## src/rtl/bfec_pkg.sv

```systemverilog
// ----------------------------------------------------------------------------
// bfec_pkg
// types and constants of the embedding cache tag block
// ----------------------------------------------------------------------------
package bfec_pkg;

	localparam int MAX_ENTRIES  = 1024;
	localparam int BATCH_TABLES = 26;
	localparam int LANES        = 32;
	localparam int NUM_ROWS     = MAX_ENTRIES / LANES;
	localparam int LANE_W       = $clog2(LANES);
	localparam int ROW_W        = $clog2(NUM_ROWS);
	localparam int SLOT_W       = $clog2(MAX_ENTRIES);
	localparam int CAP_W        = 11;
	localparam int ROWID_W      = 31;
	localparam int POS_W        = 5;

	localparam logic OP_LOOKUP = 1'b0;
	localparam logic OP_FLUSH  = 1'b1;

	typedef struct packed {
		logic               op;
		logic [ROWID_W-1:0] row_id;
	} req_t;

	typedef struct packed {
		logic              hit;
		logic [SLOT_W-1:0] slot;
		logic [POS_W-1:0]  table_index;
		logic              batch_end;
		logic [POS_W-1:0]  batch_hits;
		logic              all_hit;
	} rsp_t;

	typedef struct packed {
		logic [POS_W-1:0]   tbl;
		logic [ROWID_W-1:0] row;
	} tag_t;

	typedef tag_t [LANES-1:0] tag_row_t;

	typedef struct packed {
		logic              found;
		logic [LANE_W-1:0] lane;
	} match_t;

endpackage

```

## src/rtl/bfec_row_match.sv

```systemverilog
// ----------------------------------------------------------------------------
// bfec_row_match
// compares a key against one row of tags, lowest matching lane wins
// ----------------------------------------------------------------------------
module bfec_row_match
	import bfec_pkg::*;
(
	input  tag_row_t         tags,
	input  logic [LANES-1:0] lane_valid,
	input  tag_t             key,
	output match_t           result
);

	logic [LANES-1:0] eq;

	always_comb begin
		for (int l = 0; l < LANES; l++) begin
			eq[l] = lane_valid[l] && (tags[l] == key);
		end
	end

	always_comb begin
		result = '0;
		for (int l = LANES - 1; l >= 0; l--) begin
			if (eq[l]) begin
				result.found = 1'b1;
				result.lane  = LANE_W'(l);
			end
		end
	end

endmodule

```

## config.mk

```make
export PLATFORM = sky130hd
export DESIGN_NAME = bfec_row_match
export DESIGN_NICKNAME = d
export VERILOG_FILES = /design/src/rtl/bfec_pkg.sv /design/src/rtl/bfec_row_match.sv
export SDC_FILE = /design/constraint.sdc
export NUM_CORES = 1
export LEC_CHECK = 0
export BUFFER_PORTS_ARGS = -buffer_cell sky130_fd_sc_hd__buf_4
export CAP_MARGIN = 0
export CORE_AREA = 2 2 484 486
export DETAILED_ROUTE_END_ITERATION = 6
export DIE_AREA = 0 0 486 488
export PLACE_DENSITY = 0.3
export SETUP_SLACK_MARGIN = 0.1
export SLEW_MARGIN = 20
export SYNTH_ARGS = -nofsm -noshare
export SYNTH_HDL_FRONTEND = slang
export SYNTH_SLANG_ARGS = --single-unit
```

## constraint.sdc

```tcl
create_clock -name vclk -period 2.3
set_input_delay 0 -clock vclk [all_inputs]
set_output_delay 0 -clock vclk [all_outputs]
set_load 0.05 [all_outputs]
```

* Word level (Yosys, flattened, before mapping) *
Index checks and enable logic that the tools add are counted.

storage, ports and cells
  output and inout port bits = 6
  flip-flop bits (word level) = 0
  logic and storage cells = 96
  input port bits = 1220

cells by class
  equal/unequal tests = 32
  muxes and demuxes = 32
  reductions and logical operators = 32

operator list
  operator           number
  36-bit == test     32
  6-bit two-way mux  32
  1-bit logical AND  32

* Logic depth before layout (Yosys ltp) *
  depth in word-level cells = 34
  gate-level depth with buffers = 13
  depth with buffers taken out = 11

* Worst setup path after synthesis *
OpenSTA, ideal clock, no wires.

  path type = input to output
  from = in key[7] in the netlist's numbering
  to = out result[2] in the netlist's numbering
  stages = 12
  arrival = 2.648 ns
  slack = -0.348 ns
  required time = 2.300 ns
  buffers on the path = 2
  cells stage by stage = clkbuf_1 > buf_4 > xnor2_1 > nand4_1 > nor4_1 > nand4_1 > or4_1 > nand4_1 > a21oi_1 > nor2_1 > o21ai_1 > a31oi_1

RTL lines
  item         line                  source
  from (decl)  bfec_row_match.sv:10  input tag_t key,
  to (decl)    bfec_row_match.sv:11  output match_t result

==> flow_summary.yaml <==
floorplanning:
  ios: 1226
  rows: 177
  initial_utilization: 0.0606
  die_area_um2: 237000
  die_h_um: 488
  fp.dieW_um: 486
  core_area_um2: 232000
job:
  drv_cap: 0
logic_synthesis:
  synth_nets: 2991
  synth_area_per_cell_um2: 7.93
  synth_warnings: 0
  ys_seq_area_frac: 0
  synth_area_um2: 14000
  synth_cell_types: 41
  synth_cells: 1771
sta:
  drv_slew: 0
  max_slew.worst_pin.slew_ns: 0.751
  fmax_ghz: 0.300
  setup_viol: 6
  slew_headroom: 0.494
  fin_crit_sh: 1.45
  finalHoldViolations: 0
  setup_ws_ns: -1.03
  period_minus_slack_ns: 3.33
  rsz0062_at_grt: "yes"
drt:
  ant_nets: 0
  vias: 20600
  drt_iter0_drc: 975
  drt_first_pass_iters: 5
  postRouteWirelength_mm: 211
  wl_per_cell_um: 32.7
  drcViolationCount: 0
  vias_per_cell: 3.19
layout:
  nFlopsAndLatches: 0
  regArea_um2: 0
  layout-drive-gt1-share: 0.564
  area_delta_synth_final_pct: 136
  clock_buffers: 0
  nNetsFinal: 4609
worst_setup_path:
  crit_type: "input port to output pin"
  cp.arrival_ns: 3.33
  crit_path_start_kind: "input port"
  path_max_fanout: 4
  endpoint_kind: "output pin"
  cp-startpoint: "key[25]"
  cp_data_required_time_ns: 2.30
worst_hold_path:
  hold_class: "input port to output pin"
  min_path_cells: 7
  worstHoldStart: "tags[508]"
  whs_endpoint: "result[0]"
grt:
  grt_overflow: 0
  grt_pass1_vias: 22200
  grt_pass1_wl_mm: 256
  antenna_found_initial: 88
  grt_start_max_net_pins: 16
  grtUsageTotal: 0.170
place:
  portBuffers: 1226
  hpwl_mm: 187
  post-place-ws_ns: -1.74
  globalplace.congestion: 0.905
outcome:
  status: "finished, violations left"
  violations: "negative setup slack"
power_and_ir_drop:
  power.total_uw: 6820
  p_leak_uw: 0.0133
  peakVddDrop_mv: 0.114
  p_per_area_nw_per_um2: 206
clocking:
  hold_buffers: 0
[Yosys cell counts, types with 3 or more instances]
master      n  share of area
xor2_1    288           0.18
xnor2_2     6         0.0069
and3_1      3         0.0013
or3_1       3         0.0013
nand4_1   238           0.11
nor4_1    110          0.049
or4_4       3         0.0024
a31oi_1     4         0.0018
nand3_1    18         0.0064
nand2_1    14         0.0037
o21ai_0     9         0.0032
buf_4      21          0.011
inv_1      23         0.0061
a222oi_1    5         0.0036
a21oi_1     7         0.0025
nor3_1      6         0.0021
buf_2      73          0.026
a21boi_1    3         0.0016
nor2_1      4         0.0011
o22ai_1     6         0.0027
o21ai_1     6         0.0021
buf_6      45          0.036
xnor2_1   836           0.52
or4_1      17         0.0091
[worst max-delay path by stage]
stage | to | slack (ns)
floorplan | result[3] | 0.05
finish | result[1] | -1.03
detailed placement | result[1] | -1.74
global route | result[1] | -1.12
global placement | result[1] | -1.82
CTS | result[1] | -1.05
[cell usage in the layout (no fill, tap or decap), drive strengths merged]
master	n
o21ai	15
nor3b	1
xor2	288
or3	3
and4	1
a31oi	4
nor4b	1
bufbuf	1
clkinv	1
and2	2
inv	24
o211ai	2
a21boi	3
diode	23
nand4	238
o2111ai	1
nor3	6
nor2	4
xnor2	842
nor2b	1
o221ai	2
nand3	18
nor4	111
o22ai	6
a22oi	1
o2111a	1
o2bb2ai	1
nand2	14
a21oi	7
or4	20
nand2b	2
and3	3
a222oi	5
buf	1758
[cell type report]
type               count  area, µm²
fillers            26700     199000
repair buffers      1759      15200
multi-input cells   1603      14100
well taps           3043       3810
inverters             25       93.8
diodes                23       57.6
[metrics by stage]
step           TNS [ns]  std cells  hold WS [ns]  area, µm²   util
4_1_cts           -5.20       6424         0.977      32900  0.142
6_report          -5.03       6453         0.898      33200  0.143
3_3_place_gp      -9.54       6353          1.08      30600  0.132
3_5_place_dp      -9.26       6353          1.09      30600  0.132
2_1_floorplan         0       1771         0.409      14200      -
5_1_grt           -5.66       6437         0.997      33100  0.143
[power by group]
group	switching [µW]	leakage (µW)	internal, µW	total (µW)
logic	3250	0.0133	3570	6820
registers	0	0	0	0
clock network	0	0.000000149	0.00103	0.00103
[repair_timing]
action                     in CTS  in global routing
hold endpoints to repair        0                  0
setup endpoints to repair       6                  6
gates resized for setup       288                 36
cloned                          2                  0
pin swaps                      95                 38
buffers inserted               70                  6
[routing by layer]
metal  part of all wire  GRT usage
met4              0.024     0.0292
met3              0.057     0.0328
met5            0.00093          0
met1               0.42      0.209
met2               0.50      0.305
[logic make-up (layout without fill, tap and decap cells)]
family | Yosys count | in the layout | synth area share
AO/OA/AOI/OAI | 48 | 48 | 0.0224
buffers and inverters | 168 | 1784 | 0.0826
AND/OR/NAND/NOR | 425 | 425 | 0.187
other | 0 | 23 | 0
XOR/XNOR | 1130 | 1130 | 0.708
[worst max-delay path: stages]
cell and delay, ns:
buf_12 0.13, buf_6 0.13, buf_12 0.14, buf_4 0.16
buf_8 0.12, xnor2_2 0.14, nand4_1 0.15, nor4_2 0.33
nand4_1 0.23, or4_4 0.60, o211ai_1 0.11, a31oi_1 0.11
o211ai_1 0.28, a31oi_2 0.16, o22ai_4 0.27, buf_6 0.20
(Power assumes the default switching activity.)
